--- src/rtl/core/fxa_pkg.sv ---
// Package with the opcode, status and beat types of the Q24.8 fixed-point ALU.
`default_nettype none
package fxa_pkg;

   typedef enum logic [3:0] {
      OP_ADD  = 4'd0,
      OP_SUB  = 4'd1,
      OP_MUL  = 4'd2,
      OP_DIV  = 4'd3,
      OP_LT   = 4'd4,
      OP_GT   = 4'd5,
      OP_LE   = 4'd6,
      OP_GE   = 4'd7,
      OP_EQ   = 4'd8,
      OP_NE   = 4'd9,
      OP_MIN  = 4'd10,
      OP_MAX  = 4'd11,
      OP_INC  = 4'd12,
      OP_DEC  = 4'd13,
      OP_ITOF = 4'd14,
      OP_FTOI = 4'd15
   } op_type;

   localparam logic [1:0] ST_OK   = 2'd0;
   localparam logic [1:0] ST_OVF  = 2'd1;
   localparam logic [1:0] ST_DIV0 = 2'd2;

   typedef struct packed {
      op_type             op;
      logic signed [31:0] operand_a;
      logic signed [31:0] operand_b;
   } req_type;

   typedef struct packed {
      logic signed [31:0] result_value;
      logic               truth;
      logic [1:0]         status;
   } rsp_type;

   // One pipeline slot. The work word holds the product for multiply and the
   // shifting dividend for divide.
   typedef struct packed {
      logic        valid;
      op_type      op;
      logic        neg;
      logic [31:0] mag_b;
      logic [31:0] simple_res;
      logic        truth;
      logic [1:0]  status;
      logic [63:0] work;
      logic [31:0] rem;
      logic [63:0] quo;
   } stage_type;

endpackage
`default_nettype wire

--- src/rtl/core/fxa_front.sv ---
// Input stage: decodes a request beat, does the plain opcodes and the multiply.
`default_nettype none
module fxa_front #(
   parameter int FRAC_WIDTH = 8
) (
   input  wire                  clock,
   input  wire                  reset,
   input  wire                  accept,
   input  wire fxa_pkg::req_type req,
   output fxa_pkg::stage_type   stage_out
);
   fxa_pkg::stage_type stage_ff, stage_in;
   logic signed [31:0] a, b;
   logic [31:0] ua, ub, mag_a, mag_b;

   always_comb begin
      a = req.operand_a;
      b = req.operand_b;
      ua = a;
      ub = b;
      mag_a = a[31] ? (~ua + 32'd1) : ua;
      mag_b = b[31] ? (~ub + 32'd1) : ub;
      stage_in = '0;
      stage_in.valid = accept;
      stage_in.op = req.op;
      stage_in.neg = a[31] ^ b[31];
      stage_in.mag_b = mag_b;
      stage_in.status = fxa_pkg::ST_OK;
      case (req.op)
         fxa_pkg::OP_ADD:  stage_in.simple_res = ua + ub;
         fxa_pkg::OP_SUB:  stage_in.simple_res = ua - ub;
         fxa_pkg::OP_MUL:  stage_in.work = mag_a * mag_b;
         fxa_pkg::OP_DIV: begin
            stage_in.work = {32'd0, mag_a} << FRAC_WIDTH;
            if (mag_b == 32'd0) stage_in.status = fxa_pkg::ST_DIV0;
         end
         fxa_pkg::OP_LT:   stage_in.truth = a < b;
         fxa_pkg::OP_GT:   stage_in.truth = a > b;
         fxa_pkg::OP_LE:   stage_in.truth = a <= b;
         fxa_pkg::OP_GE:   stage_in.truth = a >= b;
         fxa_pkg::OP_EQ:   stage_in.truth = a == b;
         fxa_pkg::OP_NE:   stage_in.truth = a != b;
         fxa_pkg::OP_MIN:  stage_in.simple_res = (a > b) ? ub : ua;
         fxa_pkg::OP_MAX:  stage_in.simple_res = (a > b) ? ua : ub;
         fxa_pkg::OP_INC:  stage_in.simple_res = ua + 32'd1;
         fxa_pkg::OP_DEC:  stage_in.simple_res = ua - 32'd1;
         fxa_pkg::OP_ITOF: stage_in.simple_res = ua << FRAC_WIDTH;
         fxa_pkg::OP_FTOI: stage_in.simple_res = 32'(a >>> FRAC_WIDTH);
         default:          stage_in.simple_res = '0;
      endcase
   end

   always_ff @(posedge clock) begin
      stage_ff <= stage_in;
      if (reset) stage_ff.valid <= 1'b0;
   end

   assign stage_out = stage_ff;
endmodule
`default_nettype wire

--- config.mk ---
export PLATFORM = sky130hd
export DESIGN_NAME = fxa_front
export DESIGN_NICKNAME = d
export VERILOG_FILES = /design/src/rtl/core/fxa_pkg.sv /design/src/rtl/core/fxa_front.sv
export SDC_FILE = /design/constraint.sdc
export NUM_CORES = 2
export LEC_CHECK = 0
export BUFFER_PORTS_ARGS = -buffer_cell sky130_fd_sc_hd__buf_2
export CAP_MARGIN = 20
export CELL_PAD_IN_SITES_DETAIL_PLACEMENT = 1
export CELL_PAD_IN_SITES_GLOBAL_PLACEMENT = 2
export CORE_ASPECT_RATIO = 0.5
export CORE_MARGIN = 2
export CORE_UTILIZATION = 30
export DETAILED_ROUTE_END_ITERATION = 10
export PLACE_DENSITY = 0.65
export RECOVER_POWER = 100
export SLEW_MARGIN = 20
export SYNTH_ARGS = -nofsm -noshare
export SYNTH_HDL_FRONTEND = slang
export SYNTH_SLANG_ARGS = --single-unit
export TNS_END_PERCENT = 20
--- constraint.sdc ---
create_clock -name clock -period 11.8 [get_ports clock]
set_input_delay 2.36 -clock clock [delete_from_list [all_inputs] [get_ports clock]]
set_output_delay 2.36 -clock clock [all_outputs]
set_load 0.01 [all_outputs]
# After elaboration in Yosys (flattened, before gate mapping)
# Cells that the tools add are included.
[word_totals]
word_cells = 49
output_inout_bits = 233
reg_bits = 137
inputBits = 71
[classes]
mux = 8
bitwise_logic = 3
add_sub_neg = 6
reduce_logical = 2
n_eq_ne = 17
multipliers = 1
n_lt_le_gt_ge = 4
[op_table]
columns = ["cell", "count"]
rows = [
  ["32-bit one-hot mux with 8 select lines", 1],
  ["32-bit 2-to-1 mux", 4],
  ["64-bit one-hot mux with 2 select lines", 1],
  ["32-bit by 1-bit adder with 32-bit output, second input constant", 3],
  ["32-bit by 32-bit multiplier with 64-bit output", 1],
  ["32-bit NOT", 2],
  ["32-bit adder", 1],
  ["32-bit equality test", 1],
  ["4-bit equality test, second input constant", 8],
  ["32-bit >= comparator", 1],
  ["32-bit greater-than comparator", 1],
  ["32-bit less-or-equal comparator", 1],
  ["32-bit zero test", 1],
  ["32-bit < comparator", 1],
  ["32-bit inequality test", 1],
  ["32-bit by 1-bit subtractor with 32-bit output, second input constant", 1],
  ["32-bit subtractor", 1],
  ["4-bit by 3-bit equality test with 1-bit output, second input constant", 4],
  ["4-bit by 2-bit equality test with 1-bit output, second input constant", 2],
  ["1-bit one-hot mux with 6 select lines", 1],
  ["4-bit by 1-bit equality test with 1-bit output, second input constant", 1],
  ["4-bit zero test", 1],
  ["2-bit 2-to-1 mux", 1],
  ["1-bit bitwise XOR", 1],
]

# Longest topological paths before layout
[logic_depth]
ltp_word = 5
ltp_mapped = 38
mapped_depth_nobuf = 35

# Worst setup path before layout
# OpenSTA, ideal clock, no wires.
[synth_timing]
path_kind = "input -> register"
from = "input req[0] (netlist name)"
to = "register stage_ff (netlist bit stage_out[158])"
setup_slack_ns = -0.028
t_arrival_ns = 11.701
required_time_ns = 11.672
stages = 37
n_path_buf = 4
setup_ns = 0.128
path_cell_list = "inv_1 clkbuf_1 ha_1 or3b_1 or3_1 or3_4 nand3b_1 or3_1 nand2_1 xnor2_1 clkbuf_1 clkbuf_1 nor2_1 fa_1 fa_1 inv_1 fa_1 fa_1 inv_1 fa_1 fa_1 fa_1 inv_1 fa_1 inv_1 ha_1 clkbuf_1 a21oi_1 o21ai_0 a221oi_1 o21ai_0 a311oi_1 nor2_1 o311ai_0 a311oi_1 xnor2_1 nor2_1"
[synth_rtl]
columns = ["item", "line", "rtl"]
rows = [
  ["from (decl)", "fxa_front.sv:9", "input wire fxa_pkg::req_type req,"],
  ["to (signal assigned)", "fxa_front.sv:54", "stage_ff <= stage_in;"],
  ["to (decl)", "fxa_front.sv:12", "fxa_pkg::stage_type stage_ff, stage_in;"],
]

==> metrics.cfg <==
[final_layout]
multiInputGateArea_um2 = 35500
final_cell_mix = inv_1 (949), fa_1 (897), nor2_1 (629)
final-seq-area_um2 = 2720
syn2layout_area_growth_pct = 20.1
finish.instance_area_um2 = 51000
final_common_cell = inv_1
nets = 6867
largest_reg_flops = 136
num-fill-cells = 16664
drive_above_1_share_pct = 15.3

[global_route]
gr-usage-met2_pct = 41.0
grt_pass1_wl_mm = 277
grt_use_total_pct = 26.1
use_met3_pct = 3.21
grt_busiest_layer = met2
grt_pass1_vias = 41163
overflow = 0
grt_max_degree = 64
antenna_found_initial = 10
grt_use_met1_pct = 38.1

[place]
hpwl_mm = 160
gp_congestion = 0.932
io_buffers = 206
post-place-ws_ps = -945
postPlaceCellArea_um2 = 50400

[synth]
synth-edff-count = 0
synth_seq_area_share_pct = 6.41
synth-compound-area-share_pct = 8.84
synth_seq_cells = 136
synth_top_area_share_pct = 42.3
synthTopCellsByArea = fa_1 (42%), ha_1 (9.8%), inv_1 (8.4%), dfxtp_1 (6.4%), nor2_1 (5.6%)
ys_warn_count = 0
yosysTopAreaCell = fa_1
postSynthAreaPerCell_um2 = 8.53
netlist_area_um2 = 42500
synth_top_family_by_area = adder cells
synthAdderAreaFrac_pct = 52.1
synthXorXnorAreaFrac_pct = 4.81
synth_simple_gate_area_share_pct = 14.5
ys_async_sr_fraction_pct = 0
muxShareOfSynthArea_pct = 0.742
synth_cell_types = 86
synth_cells = 4977
ys.flop_type = dfxtp_1

[worst_setup_path]
crit_fanout = 16
crit_buf_inv = 11
slowest_delay_ps = 880
path_common_cell = fa_1
critPathArrivalTime_ps = 12000
critical-path-top-delay-family = adder cells
path_class = input port to flip-flop
crit_path_start_kind = input port
required_ps = 12250
crit_path_end_kind = flip-flop
critPathSlowestCell = xnor2_1

[clocking]
cts.sink_count = 136
cts_setup_buffers = 0
cts.reportedPaths.clkPinSlew_ps = 70
h-tree-depth = 4
cts_buffer_depth = 2
ctsHoldBuffers = 0
cts_tree = yes
cts_buffers = 17
cts_root_buf = clkbuf_16

[sta]
whs_ps = 1960
slew_headroom_pct = -31.3
finalCriticalPeriod_ps = 11550
worst_pin_slew_ps = 1970
fmax_ghz = 0.0866
final_max_slew_viol_count = 69
setup_viol = 0
setup_tns_ps = 0
worst_slack_ps = 247
hold_viol = 0
finalCritPeriodShare_pct = 97.9

[hold_path]
hp-class = input port to flip-flop

[outcome]
status = finished with violations
violations = max-capacitance violations, max-slew violations

[routing]
num_vias = 37133
finalWirelength_mm = 186
drt_iter0_drc = 2653
drtAntennaViolNets = 0
drc = 0
dr.pass1.iters = 7
wl_per_cell_um = 24.9
routed_via_density = 4.97

[floorplanning]
core_area_um2 = 140000
fp.dieH_um = 270
num_rows = 97
dieArea_um2 = 145000
die_x_um = 536
ios = 304
start_util_pct = 30.3

[flow_run]
drv_cap = 4

through the flow:
step | std cells | utilization [%]
after floorplan | 5073 | -
after global placement | 7430 | 35.9
after detailed placement | 7430 | 35.9
after CTS | 7462 | 36.4
after global routing | 7461 | 36.4
final | 7466 | 36.4
cells in the mapped netlist, drive strengths merged (5+ instances only):
cell / instances
ha: 331
and2: 36
a221oi: 13
nand2: 580
o21bai: 27
fa: 898
a211oi: 11
nand3: 31
nor4: 15
o221ai: 18
o21a: 25
a31oi: 18
o21ai: 127
a21o: 72
or2: 9
o41ai: 9
o31ai: 14
a21boi: 6
xnor2: 156
mux2i: 27
nor2: 641
o211ai: 8
a222oi: 16
clkinv: 12
buf: 129
o22ai: 33
o2111ai: 7
inv: 953
nor3: 33
a311oi: 5
and3: 18
dfxtp: 136
clkbuf: 221
xor2: 71
nand4: 27
nor2b: 13
nand2b: 22
a21oi: 136
or4: 6
or3: 20
final cells by class:
type	instances	share of cell area, %
Antenna cell	5	0.0245
Sequential cell	136	5.34
Clock buffer	18	0.841
Tap cell	1881	4.61
Timing Repair Buffer	825	12.1
Multi-Input combinational cell	3622	69.7
Inverter	965	7.11
Clock inverter	14	0.319
what timing repair did:
item,in CTS,in global routing
pin swaps,0,5
endpoints found under the setup margin,14,23
resized for setup,9,56
gates cloned,0,0
routing by layer:
layer	part of all wire (%)	up-vias
li1	-	16211
met4	2.5	0
met3	5.3	145
met1	48	19808
met2	45	969
met5	0	-
final timing paths:
check  slack (ps)              to    start  depth (start not counted)
max           250  stage_out[155]  req[31]                         33
min          1960  stage_out[232]    reset                          2
kinds of logic (layout without fill, tap and decap cells):
family | after synthesis | after routing
XOR/XNOR | 227 | 227
adder cells (fa/ha/maj) | 1229 | 1229
AND/OR/NAND/NOR | 1468 | 1468
flip-flops | 136 | 136
multiplexers | 31 | 31
AO/OA/AOI/OAI | 570 | 570
buffers and inverters | 1315 | 1822
other | 1 | 102
Power is left out: the tool's default activity adds up to more than one toggle a clock period on the data nets, which glitch-free logic cannot reach.
