File: src/rtl/core/fxa_pkg.sv
// Package with the opcode, status and beat types of the Q24.8 fixed-point ALU.
`default_nettype none
package fxa_pkg;

   typedef enum logic [3:0] {
      OP_ADD  = 4'd0,
      OP_SUB  = 4'd1,
      OP_MUL  = 4'd2,
      OP_DIV  = 4'd3,
      OP_LT   = 4'd4,
      OP_GT   = 4'd5,
      OP_LE   = 4'd6,
      OP_GE   = 4'd7,
      OP_EQ   = 4'd8,
      OP_NE   = 4'd9,
      OP_MIN  = 4'd10,
      OP_MAX  = 4'd11,
      OP_INC  = 4'd12,
      OP_DEC  = 4'd13,
      OP_ITOF = 4'd14,
      OP_FTOI = 4'd15
   } op_type;

   localparam logic [1:0] ST_OK   = 2'd0;
   localparam logic [1:0] ST_OVF  = 2'd1;
   localparam logic [1:0] ST_DIV0 = 2'd2;

   typedef struct packed {
      op_type             op;
      logic signed [31:0] operand_a;
      logic signed [31:0] operand_b;
   } req_type;

   typedef struct packed {
      logic signed [31:0] result_value;
      logic               truth;
      logic [1:0]         status;
   } rsp_type;

   // One pipeline slot. The work word holds the product for multiply and the
   // shifting dividend for divide.
   typedef struct packed {
      logic        valid;
      op_type      op;
      logic        neg;
      logic [31:0] mag_b;
      logic [31:0] simple_res;
      logic        truth;
      logic [1:0]  status;
      logic [63:0] work;
      logic [31:0] rem;
      logic [63:0] quo;
   } stage_type;

endpackage
`default_nettype wire

File: src/rtl/core/fxa_round.sv
// Output stage: rounds half away from zero, saturates, and registers the result beat.
`default_nettype none
module fxa_round #(
   parameter int FRAC_WIDTH = 8
) (
   input  wire                    clock,
   input  wire                    reset,
   input  wire fxa_pkg::stage_type stage_last,
   output logic                   rsp_valid,
   output fxa_pkg::rsp_type       rsp
);
   localparam logic [63:0] HALF = (FRAC_WIDTH > 0) ? (64'd1 << (FRAC_WIDTH - 1)) : 64'd0;

   fxa_pkg::rsp_type rsp_ff, rsp_in;
   logic rsp_valid_ff;
   logic [63:0] mag;
   logic round_up;

   always_comb begin
      round_up = {stage_last.rem, 1'b0} >= {1'b0, stage_last.mag_b};
      if (stage_last.op == fxa_pkg::OP_DIV) mag = stage_last.quo + {63'd0, round_up};
      else mag = (stage_last.work + HALF) >> FRAC_WIDTH;

      rsp_in.result_value = stage_last.simple_res;
      rsp_in.truth = stage_last.truth;
      rsp_in.status = stage_last.status;
      if ((stage_last.op == fxa_pkg::OP_MUL || stage_last.op == fxa_pkg::OP_DIV)
          && stage_last.status != fxa_pkg::ST_DIV0) begin
         if (stage_last.neg) begin
            if (mag > 64'h8000_0000) begin
               rsp_in.result_value = 32'h8000_0000;
               rsp_in.status = fxa_pkg::ST_OVF;
            end else begin
               rsp_in.result_value = ~mag[31:0] + 32'd1;
            end
         end else if (mag > 64'h7FFF_FFFF) begin
            rsp_in.result_value = 32'h7FFF_FFFF;
            rsp_in.status = fxa_pkg::ST_OVF;
         end else begin
            rsp_in.result_value = mag[31:0];
         end
      end
   end

   always_ff @(posedge clock) begin
      rsp_ff <= rsp_in;
      if (reset) rsp_valid_ff <= 1'b0;
      else rsp_valid_ff <= stage_last.valid;
   end

   assign rsp_valid = rsp_valid_ff;
   assign rsp = rsp_ff;
endmodule
`default_nettype wire

File: config.mk
export PLATFORM = sky130hd
export DESIGN_NAME = fxa_round
export DESIGN_NICKNAME = d
export VERILOG_FILES = /design/src/rtl/core/fxa_pkg.sv /design/src/rtl/core/fxa_round.sv
export SDC_FILE = /design/constraint.sdc
export NUM_CORES = 1
export LEC_CHECK = 0
export ABC_AREA = 1
export BUFFER_PORTS_ARGS = -buffer_cell sky130_fd_sc_hd__buf_2
export CORE_ASPECT_RATIO = 2
export CORE_UTILIZATION = 59
export CTS_CLUSTER_DIAMETER = 40
export DETAILED_ROUTE_END_ITERATION = 8
export PLACE_DENSITY = 0.94
export SLEW_MARGIN = 30
export SYNTH_ARGS = -nofsm -noshare
export SYNTH_HDL_FRONTEND = slang
export SYNTH_SLANG_ARGS = --single-unit
File: constraint.sdc
create_clock -name clock -period 6.5 [get_ports clock]
set_clock_uncertainty 0.2 [all_clocks]
set_input_delay 0.325 -clock clock [delete_from_list [all_inputs] [get_ports clock]]
set_output_delay 0.325 -clock clock [all_outputs]
set_load 0.02 [all_outputs]
==> results.txt, run 1 <==
The sequential share of the synthesized area is 8.05%. The global-route congestion overflow total came out at 5. The most used flip-flop cell after synthesis is sky130_fd_sc_hd__dfxtp_1.

The run stopped with a tool error. The clock sink total came out at 36. The clock passes through at most 2 buffers. The tool reported: "[ERROR GRT-0116] Global routing finished with congestion. Check the congestion regions in the DRC Viewer". In this run the clock root is driven by a sky130_fd_sc_hd__clkbuf_16.

The I/O pin count came out at 271. The combined area of all synthesized cells came out at 8950 sq um. The synthesized area per cell came out at 4.87 sq um. The share of synthesized registers carrying an async set or reset is 0%.

The largest net degree at the start of global routing is 56. The via count of the first global-routing pass is 13300. The number of buffers inserted during clock tree synthesis is 5. After floorplanning, the core was divided into 63 placement rows.

The count of state elements after synthesis came out at 36. During synthesis, Yosys emitted a total of 0 warnings. The global-route wire length before repair is 67800 um. The number of buffers added for setup after CTS is 0. The total global-route track usage is ~57%. In this run, distinct cell masters in the synthesized netlist total 44. The HPWL reported at the end of detailed placement came out at 32100 um. The flow stopped in 5_1_grt. The height of the die is about 180 um. The final estimated routing congestion in global placement is roughly 1.1.

The number of input and output port buffers inserted came out at roughly 260. The net count after synthesis is ~2100. The initial utilization of the core area, before any placement, comes to between 60% and 70%. In this run, post-CTS repair resized a total of 0 instances. The number of synthesized flops with an enable pin came out at 0. The H-tree generated during clock tree synthesis spans 2 levels. The post-synthesis instance total is roughly 1800. The number of hold-repair buffers added at the cts stage came out at 2. The horizontal die dimension is 89.1 um.
## metrics by stage
stage	hold slack [ns]	instances	utilization, %	area (sq um)	worst slack (ns)
after floorplan	0.153	1840	-	8950	2.56
after CTS	0.0346	2279	71.0	10500	1.44
after detailed placement	0.234	2269	69.9	10400	1.23
after global placement	0.230	2269	69.9	10400	1.39
## cell usage after synthesis, types with 6 or more instances
cell type	count	area, sq um
sky130_fd_sc_hd__inv_1	213	800
sky130_fd_sc_hd__xor2_1	23	201
sky130_fd_sc_hd__nand4_1	51	319
sky130_fd_sc_hd__o21ai_0	19	95.1
sky130_fd_sc_hd__nor2_2	18	113
sky130_fd_sc_hd__xnor2_1	12	105
sky130_fd_sc_hd__nor2_1	292	1100
sky130_fd_sc_hd__buf_4	6	45.0
sky130_fd_sc_hd__clkbuf_1	7	26.3
sky130_fd_sc_hd__nand3_1	226	1130
sky130_fd_sc_hd__ha_1	36	450
sky130_fd_sc_hd__buf_2	12	60.1
sky130_fd_sc_hd__nand3b_1	15	113
sky130_fd_sc_hd__dfxtp_1	36	721
sky130_fd_sc_hd__a21oi_1	22	110
sky130_fd_sc_hd__nor2_4	11	124
sky130_fd_sc_hd__nand2_2	19	119
sky130_fd_sc_hd__nor3_1	13	65.1
sky130_fd_sc_hd__nand2_1	749	2810
## cell families after synthesis
family	synth area share, %
xor gates and xnor gates	3.42
and+or+nand+nor	67.9
AOI/OAI and AO/OA	4.14
DFF	8.05
buffers and inverters	11.4
adders and majority gates	5.03
## per-layer routing
metal / track usage (%) / GRT overflow
met5: 2.10 / 0
met4: 63.0 / 0
met3: 28.4 / 0
met2: 84.8 / 5
met1: 52.7 / 0
==> run 2, diff against run 1 <==
--- a/config.mk
+++ b/config.mk
@@ -7,11 +7,9 @@
 export LEC_CHECK = 0
 export ABC_AREA = 1
 export BUFFER_PORTS_ARGS = -buffer_cell sky130_fd_sc_hd__buf_2
-export CORE_ASPECT_RATIO = 2
-export CORE_UTILIZATION = 59
-export CTS_CLUSTER_DIAMETER = 40
+export CORE_UTILIZATION = 40
 export DETAILED_ROUTE_END_ITERATION = 8
-export PLACE_DENSITY = 0.94
+export PLACE_DENSITY_LB_ADDON = 0.15
 export SLEW_MARGIN = 30
 export SYNTH_ARGS = -nofsm -noshare
 export SYNTH_HDL_FRONTEND = slang
==> run 2 against run 1 <==
Against the previous run: the flow now finishes without violations; synthesized cell count did not move; area after synthesis did not move.
==> results.txt, run 2 <==
The flow ran to the end, and the final reports show no timing, DRC or antenna violations. The global-route track usage on met1 is 40.6%. The number of buffers added for setup after CTS came out at 0 (unchanged). The number of standard-cell rows in the floorplan came out at 54 (-14%). The synthesized area per cell is 4.87 sq um (unchanged). The critical path capture point type is a flop. The H-tree level count is 2 (unchanged). The CTS tree is built. The post-synthesis instance total came out at 1840 (unchanged). The cell occurring most often along the worst timing path is sky130_fd_sc_hd__nand2_1. The distinct cell type count of the synthesized netlist came out at 44 (unchanged). The worst setup path is launched from an input port. The global-route congestion overflow total came out at 0. After filler insertion, the fill cell instance count of the layout stands at 2548. The floorplan die area is 23000 sq um.

The data required time at the worst endpoint is 6.52 ns. The number of input and output port buffers inserted was 263 (unchanged). The global routing met2 resource utilization is between 50 and 60%.

The floorplan step defined a core boundary enclosing 21900 sq um. The area share of the largest cell type after synthesis came out at 31.4% (unchanged). The combined area of all synthesized cells is 8950 sq um (unchanged). After global routing, the most crowded layer is met2.

The maximum root-to-sink buffer count is 2 (unchanged). The largest total area in the synthesized netlist belongs to sky130_fd_sc_hd__nand2_1. The layout overhead on the synthesized area came out at 18.7%.

The first detailed-routing pass took 5 iterations. For this design, the slowest cell found on the critical path is sky130_fd_sc_hd__nor2_4. The total placed instance area is 10500 sq um (+0.95%). For this run, the post-layout net count is 2353.

The horizontal die dimension is 152 um (+70%). The final estimated routing congestion in global placement came out at 0.992 (-11%). The worst path meets setup with 1.45 ns of slack. The starting utilization of the core area came out at 40.9% (-20 points).

The maximum fanout along the worst path came out at 31. The via count of the first global-routing pass is 10800. For met3 alone, demand over resource in global routing was ~3.1%.

The final count of negative-setup-slack endpoints came out at 0. The post-detailed-route via-to-cell ratio came out at a little over 5. Yosys instantiated no cell more often than sky130_fd_sc_hd__nand2_1.

The layout cell share with drive strength beyond 1 is 16.5%. The post-route minimum period came out at 5.05 ns. The HPWL reported at the end of detailed placement is 30200 um (-5.9%). The routed wire length came out at 35000 um. The height of the die is 152 um (-14%). Adding up every negative setup slack in the final design gives 0 ns. Leaving out fill and tap cells, the most frequent cells in the layout are 749 x sky130_fd_sc_hd__nand2_1, 292 x sky130_fd_sc_hd__nor2_1, 263 x sky130_fd_sc_hd__buf_2. The total number of vias came out at 12200. The number of nets with antenna violations after detailed routing came out at 0. Dividing total power by cell area gives a power density of 86.8 nW/um^2.

The worst-case headroom to the max-slew limit came out at 37.9%. The category of cells accounting for the largest share of critical-path delay is simple AND/OR/NAND/NOR gates. For this run, the slowest stage of the critical path takes 0.56 ns.

The flip-flop count of the largest register after layout is 35. Among all flip-flop cells after synthesis, the most frequent one is sky130_fd_sc_hd__dfxtp_1. The routed wirelength normalized by instance count came out at about 15 um. The number of synthesized flops with an enable pin was 0 (unchanged). The detailed router finished its first iteration with 966 violations. Across the run, the number of max-cap violations was 0. Setup repair after global routing left no endpoint under its margin.

The maximum achievable frequency came out at a little under 200 MHz. The number of warnings printed during yosys synthesis came out at 0 (unchanged). The number of antenna violations at the first check in global routing is 1.

The peak supply drop came out at between 0.0001 and 0.00015 V. The number of buffers inserted during clock tree synthesis came out at 5 (unchanged). The count of state elements after synthesis came to 36 (unchanged).

STA puts the critical path data arrival time at 5.07 ns. The critical path in this run is classified as input port to flop. The I/O pin count came out at 271 (unchanged). Ranked by total cell area, the synthesized netlist is headed by sky130_fd_sc_hd__nand2_1 31%, sky130_fd_sc_hd__nand3_1 13%, sky130_fd_sc_hd__nor2_1 12%. Leaving out fill and tap cells, the most frequent cell in the layout is sky130_fd_sc_hd__nand2_1. At the pin with the least slew margin, the transition time is 0.926 ns. The net count after synthesis is 2111 (unchanged). The classification of the worst-slack hold path is input port to flop. The max-slew violation total from the final report came out at 0. For this run, the total global-route usage over all layers was measured as 29.9%.

The final instance area came out at approximately 11000 sq um. In the finished design, the share of the clock period the worst path needs comes to 77.7%. After synthesis, the most frequently instantiated cells are 749 x sky130_fd_sc_hd__nand2_1, 292 x sky130_fd_sc_hd__nor2_1, 226 x sky130_fd_sc_hd__nand3_1, 213 x sky130_fd_sc_hd__inv_1, 51 x sky130_fd_sc_hd__nand4_1. The critical path buffer and inverter count came out at 3.

The sequential share of the synthesized area was 8.05% (unchanged). The number of endpoints with negative hold slack in the final report came out at 0. The share of synthesized registers carrying an async set or reset is 0% (unchanged). The clock sink total came out at 36 (unchanged).

In this run the clock root is driven by a sky130_fd_sc_hd__clkbuf_16. The detailed-route DRC error count came out at 0. The global-route wire length before repair is 53900 um.

The clock-pin slew reported for the worst setup and hold paths after clock tree synthesis is 0.05 ns. The largest net degree at the start of global routing is 56. The worst slack after detailed placement came out at 1.16 ns (-0.0698 ns). The static leakage is 5.55 nW.
==> run 2: cell counts after synthesis <==
No cell type changed its count.
==> run 2: what timing repair did <==
item | CTS | global route
hold endpoints to repair | 2 | 0
hold buffers | 2 | 0
endpoints found under the setup margin | 0 | 0
gates resized for setup | 0 | 0
==> run 2: where the power goes <==
| group | switching, W | internal [W] | leakage [nW] |
|---|---|---|---|
| clock | 0.0000860 | 0.000151 | 0.0766 |
| combinational | 0.000289 | 0.000156 | 5.17 |
| sequential | 0.00000303 | 0.000237 | 0.304 |
| total | 0.000378 | 0.000544 | 5.55 |
==> run 2: final timing paths <==
| check | from | endpoint | slack (ns) | depth (start not counted) |
|---|---|---|---|---|
| min | stage_last[165] | rsp[5] | 0.04 | 3 |
| max | stage_last[219] | rsp[23] | 1.45 | 29 |
==> run 2: kinds of logic (layout without fill, tap and decap cells) <==
logic type | after synthesis | after routing | share of synthesized area [%]
AND/OR/NAND/NOR | 1415 | 1415 | 67.9
buffers and inverters | 255 | 498 | 11.4
AO/OA/AOI/OAI | 63 | 63 | 4.14
adder cells (fa/ha/maj) | 36 | 36 | 5.03
flip-flops | 36 | 36 | 8.05
XOR/XNOR | 35 | 35 | 3.42
other | 0 | 1 | 0
==> run 2: metal layers <==
layer / wire, um / up-vias
met1: 15500 / 5348
met4: 412 / 0
met5: 0 / -
met3: 2950 / 25
li1: - / 6279
met2: 16100 / 528
==> run 2: cell type report <==
class / count / area (sq um) / area share (%)
antenna: 1 / 2.50 / 0.0235
clock buffer: 6 / 139 / 1.31
clock inverter: 2 / 10.0 / 0.0942
inverter: 221 / 831 / 7.81
multi-input combinational: 1549 / 7210 / 67.8
sequential: 36 / 721 / 6.78
tap: 280 / 350 / 3.30
timing repair buffer: 269 / 1370 / 12.9
==> run 2: per-stage QoR <==
stage                     utilization, %  instances  hold slack, ns  total power [W]
final                               48.6       2364          0.0389         0.000923
after CTS                           48.5       2363          0.0320         0.000926
after detailed placement            47.8       2353           0.230         0.000683
after floorplan                        -       1840           0.153         0.000499
after global routing                48.6       2364          0.0356         0.000997
after global placement              47.8       2353           0.227         0.000679
(Power assumes the default switching activity.)
