==> src/rtl/core/fxa_pkg.sv <==
// Package with the opcode, status and beat types of the Q24.8 fixed-point ALU.
`default_nettype none
package fxa_pkg;

   typedef enum logic [3:0] {
      OP_ADD  = 4'd0,
      OP_SUB  = 4'd1,
      OP_MUL  = 4'd2,
      OP_DIV  = 4'd3,
      OP_LT   = 4'd4,
      OP_GT   = 4'd5,
      OP_LE   = 4'd6,
      OP_GE   = 4'd7,
      OP_EQ   = 4'd8,
      OP_NE   = 4'd9,
      OP_MIN  = 4'd10,
      OP_MAX  = 4'd11,
      OP_INC  = 4'd12,
      OP_DEC  = 4'd13,
      OP_ITOF = 4'd14,
      OP_FTOI = 4'd15
   } op_type;

   localparam logic [1:0] ST_OK   = 2'd0;
   localparam logic [1:0] ST_OVF  = 2'd1;
   localparam logic [1:0] ST_DIV0 = 2'd2;

   typedef struct packed {
      op_type             op;
      logic signed [31:0] operand_a;
      logic signed [31:0] operand_b;
   } req_type;

   typedef struct packed {
      logic signed [31:0] result_value;
      logic               truth;
      logic [1:0]         status;
   } rsp_type;

   // One pipeline slot. The work word holds the product for multiply and the
   // shifting dividend for divide.
   typedef struct packed {
      logic        valid;
      op_type      op;
      logic        neg;
      logic [31:0] mag_b;
      logic [31:0] simple_res;
      logic        truth;
      logic [1:0]  status;
      logic [63:0] work;
      logic [31:0] rem;
      logic [63:0] quo;
   } stage_type;

endpackage
`default_nettype wire

==> src/rtl/core/fxa_div_cell.sv <==
// One cell of the divider chain: one restoring step that yields one quotient bit.
`default_nettype none
module fxa_div_cell #(
   parameter int FRAC_WIDTH = 8
) (
   input  wire                    clock,
   input  wire                    reset,
   input  wire fxa_pkg::stage_type stage_prev,
   output fxa_pkg::stage_type     stage_out
);
   localparam int NW = 32 + FRAC_WIDTH;

   fxa_pkg::stage_type stage_ff, stage_in;
   logic [32:0] trial, diff;

   always_comb begin
      stage_in = stage_prev;
      trial = {stage_prev.rem, stage_prev.work[NW-1]};
      diff = trial - {1'b0, stage_prev.mag_b};
      if (stage_prev.op == fxa_pkg::OP_DIV) begin
         stage_in.work = stage_prev.work << 1;
         if (trial >= {1'b0, stage_prev.mag_b}) begin
            stage_in.rem = diff[31:0];
            stage_in.quo = {stage_prev.quo[62:0], 1'b1};
         end else begin
            stage_in.rem = trial[31:0];
            stage_in.quo = {stage_prev.quo[62:0], 1'b0};
         end
      end
   end

   always_ff @(posedge clock) begin
      stage_ff <= stage_in;
      if (reset) stage_ff.valid <= 1'b0;
   end

   assign stage_out = stage_ff;
endmodule
`default_nettype wire

==> config.mk <==
export PLATFORM = sky130hd
export DESIGN_NAME = fxa_div_cell
export DESIGN_NICKNAME = d
export VERILOG_FILES = /design/src/rtl/core/fxa_pkg.sv /design/src/rtl/core/fxa_div_cell.sv
export SDC_FILE = /design/constraint.sdc
export NUM_CORES = 1
export LEC_CHECK = 0
export BUFFER_PORTS_ARGS = -buffer_cell sky130_fd_sc_hd__buf_2
export CAP_MARGIN = 20
export CORE_AREA = 2 2 183 185
export DETAILED_ROUTE_END_ITERATION = 8
export DIE_AREA = 0 0 185 187
export GPL_TIMING_DRIVEN = 0
export SLEW_MARGIN = 20
export SYNTH_ARGS = -nofsm -noshare
export SYNTH_HDL_FRONTEND = slang
export SYNTH_SLANG_ARGS = --single-unit
==> constraint.sdc <==
create_clock -name clock -period 2.6 [get_ports clock]
set_input_delay 0.13 -clock clock [delete_from_list [all_inputs] [get_ports clock]]
set_output_delay 0.13 -clock clock [all_outputs]
set_load 0.005 [all_outputs]
After elaboration in Yosys (flattened, before gate mapping)
Cells that the tools add are included.
{ "word_totals": {"out_inout_bits": 233, "elab_cells": 16, "inputBits": 235, "ff_bits": 233} }
{ "op_classes": {"n_mux": 2, "n_addsub": 1, "eq_ne": 1, "magnitude_cmp": 1} }
{ "ops": {"columns": ["cell", "count"], "rows": [
  ["160-bit 2-to-1 mux", 1],
  ["96-bit 2-to-1 mux", 1],
  ["33-bit by 32-bit >= comparator with 1-bit output", 1],
  ["32-bit subtractor", 1],
  ["4-bit by 2-bit equality test with 1-bit output (second input constant)", 1]
]} }

Logic depth before layout (Yosys ltp)
Gate-level depths: netlist of run 1.
{ "logic_depth": {"depth_word": 3, "depth_mapped": 13, "depth_no_buf": 13} }

Least setup slack after synthesis of run 1
No wires, ideal clock.
{ "synth_path": {"kind": "in2reg", "start": "input stage_prev[135] in the netlist's numbering", "end": "register stage_ff (netlist bit stage_out[92])", "slack_ns": 0.039, "setup_time_ns": 0.058, "n_path_buf": 0, "t_required_ns": 2.542, "t_arrival_ns": 2.503, "stages": 13, "cell_sequence": "inv_1 -> ha_1 -> inv_1 -> fa_1 -> a21o_1 -> a221oi_2 -> o21ai_2 -> a41o_1 -> a21oi_2 -> o21ai_1 -> a31oi_1 -> mux2_1 -> nand2_1"} }
{ "synth_rtl": {"columns": ["element", "line", "text"], "rows": [
  ["start: declaration", "fxa_div_cell.sv:8", "input wire fxa_pkg::stage_type stage_prev,"],
  ["end signal: assignment", "fxa_div_cell.sv:33", "stage_ff <= stage_in;"],
  ["end: declaration", "fxa_div_cell.sv:13", "fxa_pkg::stage_type stage_ff, stage_in;"]
]} }

==> results of run 1 <==
-- power by group through the flow --
stage,Combinational [W],Clock [W],Sequential (W)
floorplan,0.000619,0,0.00398
global placement,0.00131,0,0.00394
detailed placement,0.00132,0,0.00394
CTS,0.00167,0.00377,0.00387
global route,0.00189,0.00390,0.00389
finish,0.00172,0.00366,0.00387
-- worst max-delay path, delay by kind of cell --
kind                     cells  cell delay, ns
buffers and inverters        2            0.68
AO/OA/AOI/OAI                7            1.27
adder cells (fa/ha/maj)      1            0.33
AND/OR/NAND/NOR              1            0.31
XOR/XNOR                     1            0.15
-- through the flow --
step / setup WS (ns) / power [W] / instance area, um2 / utilization [%] / hold WS, ns
finish: 0.1592 / 0.009248 / 15360 / 46.73 / -0.008251
detailed placement: -0.5607 / 0.005267 / 11660 / 35.47 / 0.2341
floorplan: 0.03853 / 0.004599 / 8758 / - / 0.1577
global route: 0.001372 / 0.009683 / 15350 / 46.72 / 0.04971
global placement: -0.5539 / 0.005249 / 11660 / 35.47 / 0.2317
CTS: 0.007118 / 0.009309 / 15290 / 46.54 / 0.01842
-- layer usage --
| layer | vias up | global-route usage [%] |
|---|---|---|
| met3 | 134 | 6.308 |
| li1 | 4934 | - |
| met4 | 4 | 11.45 |
| met2 | 431 | 36.65 |
| met1 | 4728 | 21.36 |
| met5 | - | 0 |
-- cells by family after synthesis --
group / count (synthesis)
AO/OA/AOI/OAI: 140
XOR/XNOR: 24
adder cells (fa/ha/maj): 33
buffers and inverters: 86
flip-flops: 233
multiplexers: 21
AND/OR/NAND/NOR: 512
-- synthesized netlist by cell type (all sizes together) (3+ instances only) --
master  count
nand2     437
dfxtp     233
o21ai      54
inv        42
clkbuf     37
a21oi      33
ha         32
nor2       25
mux2i      19
nand3      15
a21o       13
xnor2      12
xor2       12
buf         7
and3        6
nor3        6
o21a        6
nor2b       5
a31oi       4
o211ai      4
or2         4
a211o       3
a31o        3
and2        3
o21bai      3
or3         3
-- worst min-delay path by stage --
stage / startpoint / end / slack [ns]
floorplan: stage_prev[160] / stage_out[160] / 0.16
global placement: stage_prev[180] / stage_out[180] / 0.23
detailed placement: stage_prev[180] / stage_out[180] / 0.23
CTS: stage_prev[90] / stage_out[91] / 0.02
global route: stage_prev[90] / stage_out[91] / 0.05
finish: stage_prev[90] / stage_out[91] / -0.008
-- layout by cell type, fill, tap and decap left out, types with 4 or more instances in the layout --
master	count
buf_2	468
nand2_1	436
dlygate4sd3_1	278
dfxtp_1	233
inv_1	42
clkbuf_1	42
o21ai_0	39
ha_1	32
a21oi_1	31
clkbuf_16	27
nor2_1	25
mux2i_1	19
nand3_1	14
a21o_1	13
o21ai_1	13
xor2_1	12
xnor2_1	12
and3_1	6
o21a_1	6
nor2b_1	5
clkinv_2	5
nor3_1	4
or2_2	4
o211ai_1	4
a31oi_1	4
-- timing repair --
item,CTS,global route
hold buffers,278,0
setup endpoints to repair,0,80
hold endpoints to repair,233,0
gates resized for setup,0,25
setup buffers,0,1
-- layout make-up --
| class | instances | share of cell area (%) |
|---|---|---|
| antenna | 3 | 0.04889 |
| sequential | 233 | 30.38 |
| inverter | 42 | 1.027 |
| tap | 448 | 3.650 |
| timing repair buffer | 746 | 33.39 |
| clock inverter | 11 | 0.7007 |
| buffer | 44 | 1.279 |
| clock buffer | 38 | 4.864 |
| multi-input combinational | 730 | 24.66 |
==> flow_metrics.py, run 1 <==
metrics = {
    "status": {
        "status": "finished with violations",
        "violations": "negative hold slack",
    },
    "yosys": {
        "yosys.cell_types.count": 54,
        "yosys.area_share.simple_pct": 23.17,
        "synth_top_area_share_pct": 53.26,
        "synth-edff-count": 0,
        "ys_seq_area_share_pct": 53.26,
        "syn-instance-count": 1049,
        "synth_area_leader_cell": "dfxtp_1",
        "synth_area_per_cell_um2": 8.349,
        "async_flop_share_pct": 0,
        "synth_top_family_by_area": "simple AND/OR/NAND/NOR gates",
        "syn-cell-area_um2": 8758,
        "syn_nets": 1317,
        "synth_compound_area_share_pct": 10.13,
        "synthTopCellsByArea": "dfxtp_1 (53%), nand2_1 (19%), ha_1 (4.6%)",
        "ys.flop_type": "dfxtp_1",
        "synthMuxAreaShare_pct": 2.429,
        "synth_seq_cells": 233,
        "synthAdderAreaFrac_pct": 4.800,
        "ys_warn_count": 0,
        "synth-xor-area-share_pct": 2.400,
    },
    "routing": {
        "routedWlPerCell_um": 16.10,
        "postRouteAntennaNets": 0,
        "wl_met2_mm": 17.93,
        "met3_length_mm": 3.144,
        "maxUsedRoutingLayer": "met5",
        "dr.pass1.iters": 5,
        "drc": 0,
        "vias": 10231,
        "drt_wl_total_mm": 36.95,
        "drt-met1-wl_mm": 13.74,
        "via_per_inst": 4.458,
        "drtIter0Drc": 471,
    },
    "clock_tree": {
        "cts_made_buffers": 27,
        "cts_tree": "yes",
        "cts_sinks": 233,
        "clockBufferDepth": 3,
        "clk_pin_slew_ns": 0.06,
        "cts_root_buf": "clkbuf_16",
        "htree_levels": 1,
    },
    "power": {
        "p_int_w": 0.006814,
        "switching_power_w": 0.002433,
        "leakagePower_nw": 7.860,
        "vdd_drop_max_mv": 0.4903,
        "combPwrFrac_pct": 18.6,
        "power_density_nw_per_um2": 602.2,
        "clockPowerShare_pct": 39.6,
        "p_seq_share_pct": 41.9,
        "switching_share_pct": 26.31,
    },
    "place": {
        "dp_hpwl_mm": 25.78,
        "dp.cells": 1964,
        "gp_routability_congestion": 0.9017,
        "portBuffers": 467,
    },
    "die": {
        "die-area_um2": 34600,
        "chipWidth_um": 185,
        "core_region_area_um2": 32860,
        "dieHeight_um": 187,
        "start_util_pct": 26.65,
        "ioPinCount": 468,
        "num_rows": 67,
    },
    "cells_and_area": {
        "largest_register_ff_count": 233,
        "finalNetCount": 2092,
        "regArea_um2": 4664,
        "area_growth_pct": 75.33,
        "fillerInstances": 3124,
        "stdcell_count": 2295,
        "multiInputGateArea_um2": 3787,
        "drive_above_1_share_pct": 29.18,
    },
    "worst_setup_path": {
        "arrival_ns": 2.88,
        "crit_end": "stage_out[94]",
        "critPathMaxStageDelay_ns": 0.54,
        "crit_fanout": 4,
        "critPathLaunchType": "input pin",
        "cp_slowest_cell": "dlygate4sd3_1",
        "critical_path_required_ns": 3.04,
        "critPathLaunch": "stage_prev[80]",
        "cp_cell_sequence": "dlygate4sd3_1 > buf_2 > ha_1 > a21oi_1 > o21ai_2 > or3_1 > o21ba_2 > a41oi_2 > a31o_2 > xor2_1 > a21oi_1 > a21o_1",
        "crit_top_cell": "a21oi_1",
        "crit_type": "in -> reg",
        "end_kind": "flip-flop",
    },
    "global_route": {
        "grt_first_pass_wirelength_mm": 55.68,
        "grtUsageTotal_pct": 20.59,
        "grt_pass1_vias": 10739,
        "grt_antenna_before_repair": 5,
        "gr-total-overflow": 0,
        "grt_max_degree": 15,
    },
    "timing": {
        "rsz0062_at_grt": "no",
        "fin_crit_sh_pct": 93.88,
        "setup_violations": 0,
        "max_freq_mhz": 409.7,
        "drv_slew": 0,
        "period_minus_slack_ns": 2.441,
        "tns_ns": 0,
        "slew_headroom_pct": 38.89,
        "worst_slew_pin_slew_ns": 0.9166,
        "finalHoldViolations": 1,
        "timing.hold.ws_ns": -0.008251,
    },
    "worst_hold_path": {
        "min_path_type": "in -> reg",
        "holdPathStages": 3,
    },
    "flow_run": {
        "cap_violations": 0,
    },
}
Note: power is estimated with default switching activity, not from simulation.
==> inputs of run 2 (changes only) <==
Settings changed: BUFFER_PORTS_ARGS -buffer_cell sky130_fd_sc_hd__buf_2 to -buffer_cell sky130_fd_sc_hd__buf_4.
==> run 2 against run 1 <==
  * Fmax shrank 3.3%
  * Largest cell class unchanged
  * Sequential share of layout area shrank 2.2 points
  * Combinational power grew 13%
  * Power grew 1.9%
  * Critical path depth shrank 4
  * Sequential power is essentially flat
  * Highest routed layer is now met4
  * Clock power shrank 2%
  * Worst setup slack lost 0.084 ns
  * Cell count grew 0.22%
  * The flow now finishes without violations
  * Wire length grew 0.56%
==> flow_metrics.py, run 2 (same netlist as run 1, synthesis figures left out) <==
metrics = {
    "cells_and_area": {
        "area_growth_pct": 89.06,
        "largest_register_ff_count": 233,
        "stdcell_count": 2300,
        "drive_above_1_share_pct": 28.90,
        "final_cell_mix": "buf_4 (471), nand2_1 (437), dlygate4sd3_1 (285)",
        "mostFrequentLayoutCell": "buf_4",
        "finalNetCount": 2099,
        "design_area_um2": 16560,
        "fillerInstances": 3026,
    },
    "routing": {
        "dr.pass1.iters": 5,
        "drt_wl_total_mm": 37.16,
        "drc": 0,
        "via_per_inst": 4.378,
        "postRouteAntennaNets": 0,
        "vias": 10069,
        "drtIter0Drc": 412,
        "routedWlPerCell_um": 16.16,
    },
    "timing": {
        "timing.hold.ws_ns": 0.04464,
        "finalHoldViolations": 0,
        "period_minus_slack_ns": 2.525,
        "setup_violations": 0,
        "fin_crit_sh_pct": 97.10,
        "slew_headroom_pct": 37.69,
        "rsz0062_at_grt": "no",
        "tns_ns": 0,
        "worst_slew_pin_slew_ns": 0.9346,
        "fin_ws_ns": 0.07539,
        "drv_slew": 0,
        "max_freq_mhz": 396.1,
    },
    "global_route": {
        "grt_util_met1_pct": 22.15,
        "grt_pass1_vias": 10529,
        "grt-busiest-layer": "met2",
        "met3_usage_pct": 5.335,
        "grtUsageTotal_pct": 20.55,
        "gr-total-overflow": 0,
        "grt_max_degree": 14,
        "grt_antenna_before_repair": 1,
        "grt_util_met2_pct": 38.04,
        "grt_first_pass_wirelength_mm": 55.46,
    },
    "die": {
        "core_region_area_um2": 32860,
        "num_rows": 67,
        "start_util_pct": 26.65,
        "dieHeight_um": 187,
        "chipWidth_um": 185,
        "die-area_um2": 34600,
        "ioPinCount": 468,
    },
    "worst_setup_path": {
        "end_kind": "flip-flop",
        "critPathLaunchType": "input pin",
        "crit_end": "stage_out[36]",
        "crit_type": "in -> reg",
        "path_depth": 8,
        "path_buf_inv": 5,
        "critPathMaxStageDelay_ns": 0.62,
        "critPathLaunch": "stage_prev[229]",
        "critical_path_required_ns": 3.06,
        "cp_cell_sequence": "dlygate4sd3_1 > buf_4 > nand3_1 > clkbuf_1 > clkbuf_1 > nand2_1 > nand2_1 > dlygate4sd3_1",
        "crit_fanout": 10,
        "cp_slowest_cell": "clkbuf_1",
        "cp_top_family": "buffers and inverters",
        "arrival_ns": 2.99,
    },
    "place": {
        "portBuffers": 467,
        "post_dp_cell_area_um2": 12820,
        "pre_cts_ws_ns": -0.5414,
        "dp_hpwl_mm": 26.31,
        "dp.cells": 1964,
        "gp_routability_congestion": 0.8900,
    },
    "flow_run": {
        "cap_violations": 0,
    },
    "power": {
        "leakagePower_nw": 8.282,
        "p_int_w": 0.007006,
        "power_density_nw_per_um2": 569.3,
        "clockPowerShare_pct": 38.2,
        "p_seq_share_pct": 41.2,
        "combPwrFrac_pct": 20.6,
        "switching_share_pct": 25.68,
        "switching_power_w": 0.002421,
        "vdd_drop_max_mv": 0.4743,
    },
    "status": {
        "status": "finished, final reports clean",
    },
    "worst_hold_path": {
        "worstHoldStart": "stage_prev[67]",
        "min_path_type": "in -> reg",
    },
    "clock_tree": {
        "cts_tree": "yes",
        "htree_levels": 1,
        "clockBufferDepth": 3,
        "cts_sinks": 233,
        "cts_root_buf": "clkbuf_16",
        "clk_pin_slew_ns": 0.06,
        "cts_made_buffers": 27,
    },
}
[run 2: changes by cell type in the layout (fill, tap and decap cells not counted), moves of 3 or more]
cell	before	now
buf_4	2	471
buf_6	3	0
o21ai_0	39	42
clkbuf_8	3	6
dlygate4sd3_1	278	285
buf_2	468	2
[run 2: worst min path at each step]
stage / end / slack (ns) / cells after the start
after floorplan: stage_out[160] / 0.16 / 0
after global placement: stage_out[180] / 0.23 / 1
after detailed placement: stage_out[180] / 0.24 / 1
after CTS: stage_out[68] / 0.02 / 3
after global routing: stage_out[94] / 0.08 / 4
final: stage_out[68] / 0.04 / 3
[run 2: final cells by class]
| class | count | area (um2) | share of cell area (%) |
|---|---|---|---|
| buffer | 44 | 181.4 | 1.096 |
| timing repair buffer | 753 | 6366 | 38.45 |
| inverter | 42 | 157.7 | 0.9521 |
| clock buffer | 39 | 780.7 | 4.715 |
| tap | 448 | 560.5 | 3.385 |
| antenna | 1 | 2.502 | 0.01511 |
| multi-input combinational | 730 | 3779 | 22.82 |
| sequential | 233 | 4664 | 28.17 |
| clock inverter | 10 | 66.31 | 0.4005 |
[run 2: timing repair]
item	CTS	global route
buffers inserted	0	1
endpoints found under the hold margin	233	0
gates resized for setup	0	11
hold buffers	285	0
setup endpoints to repair	0	39
[run 2: power by group through the flow]
| stage | clock, W | combinational (W) | sequential, W |
|---|---|---|---|
| final | 0.00360 | 0.00194 | 0.00388 |
| after global routing | 0.00385 | 0.00212 | 0.00390 |
| after CTS | 0.00371 | 0.00191 | 0.00388 |
| after detailed placement | 0 | 0.00154 | 0.00396 |
| after global placement | 0 | 0.00153 | 0.00395 |
| after floorplan | 0 | 0.000619 | 0.00398 |
[run 2: layer usage]
| metal | vias to the layer above | part of all wire (%) |
|---|---|---|
| li1 | 4945 | - |
| met1 | 4606 | 38 |
| met2 | 421 | 50 |
| met3 | 97 | 8.2 |
| met4 | 0 | 3.8 |
| met5 | - | 0 |
[run 2: stage by stage]
step | util [%] | power [W]
2_1_floorplan | - | 0.004599
3_3_place_gp | 39.03 | 0.005479
3_5_place_dp | 39.03 | 0.005495
4_1_cts | 50.29 | 0.009496
5_1_grt | 50.39 | 0.009869
6_report | 50.39 | 0.009427
[run 2: tightest hold or removal path, cell delays in order]
cell and delay [ns]:
buf_4 0.12, mux2i_1 0.11, o21ai_0 0.14
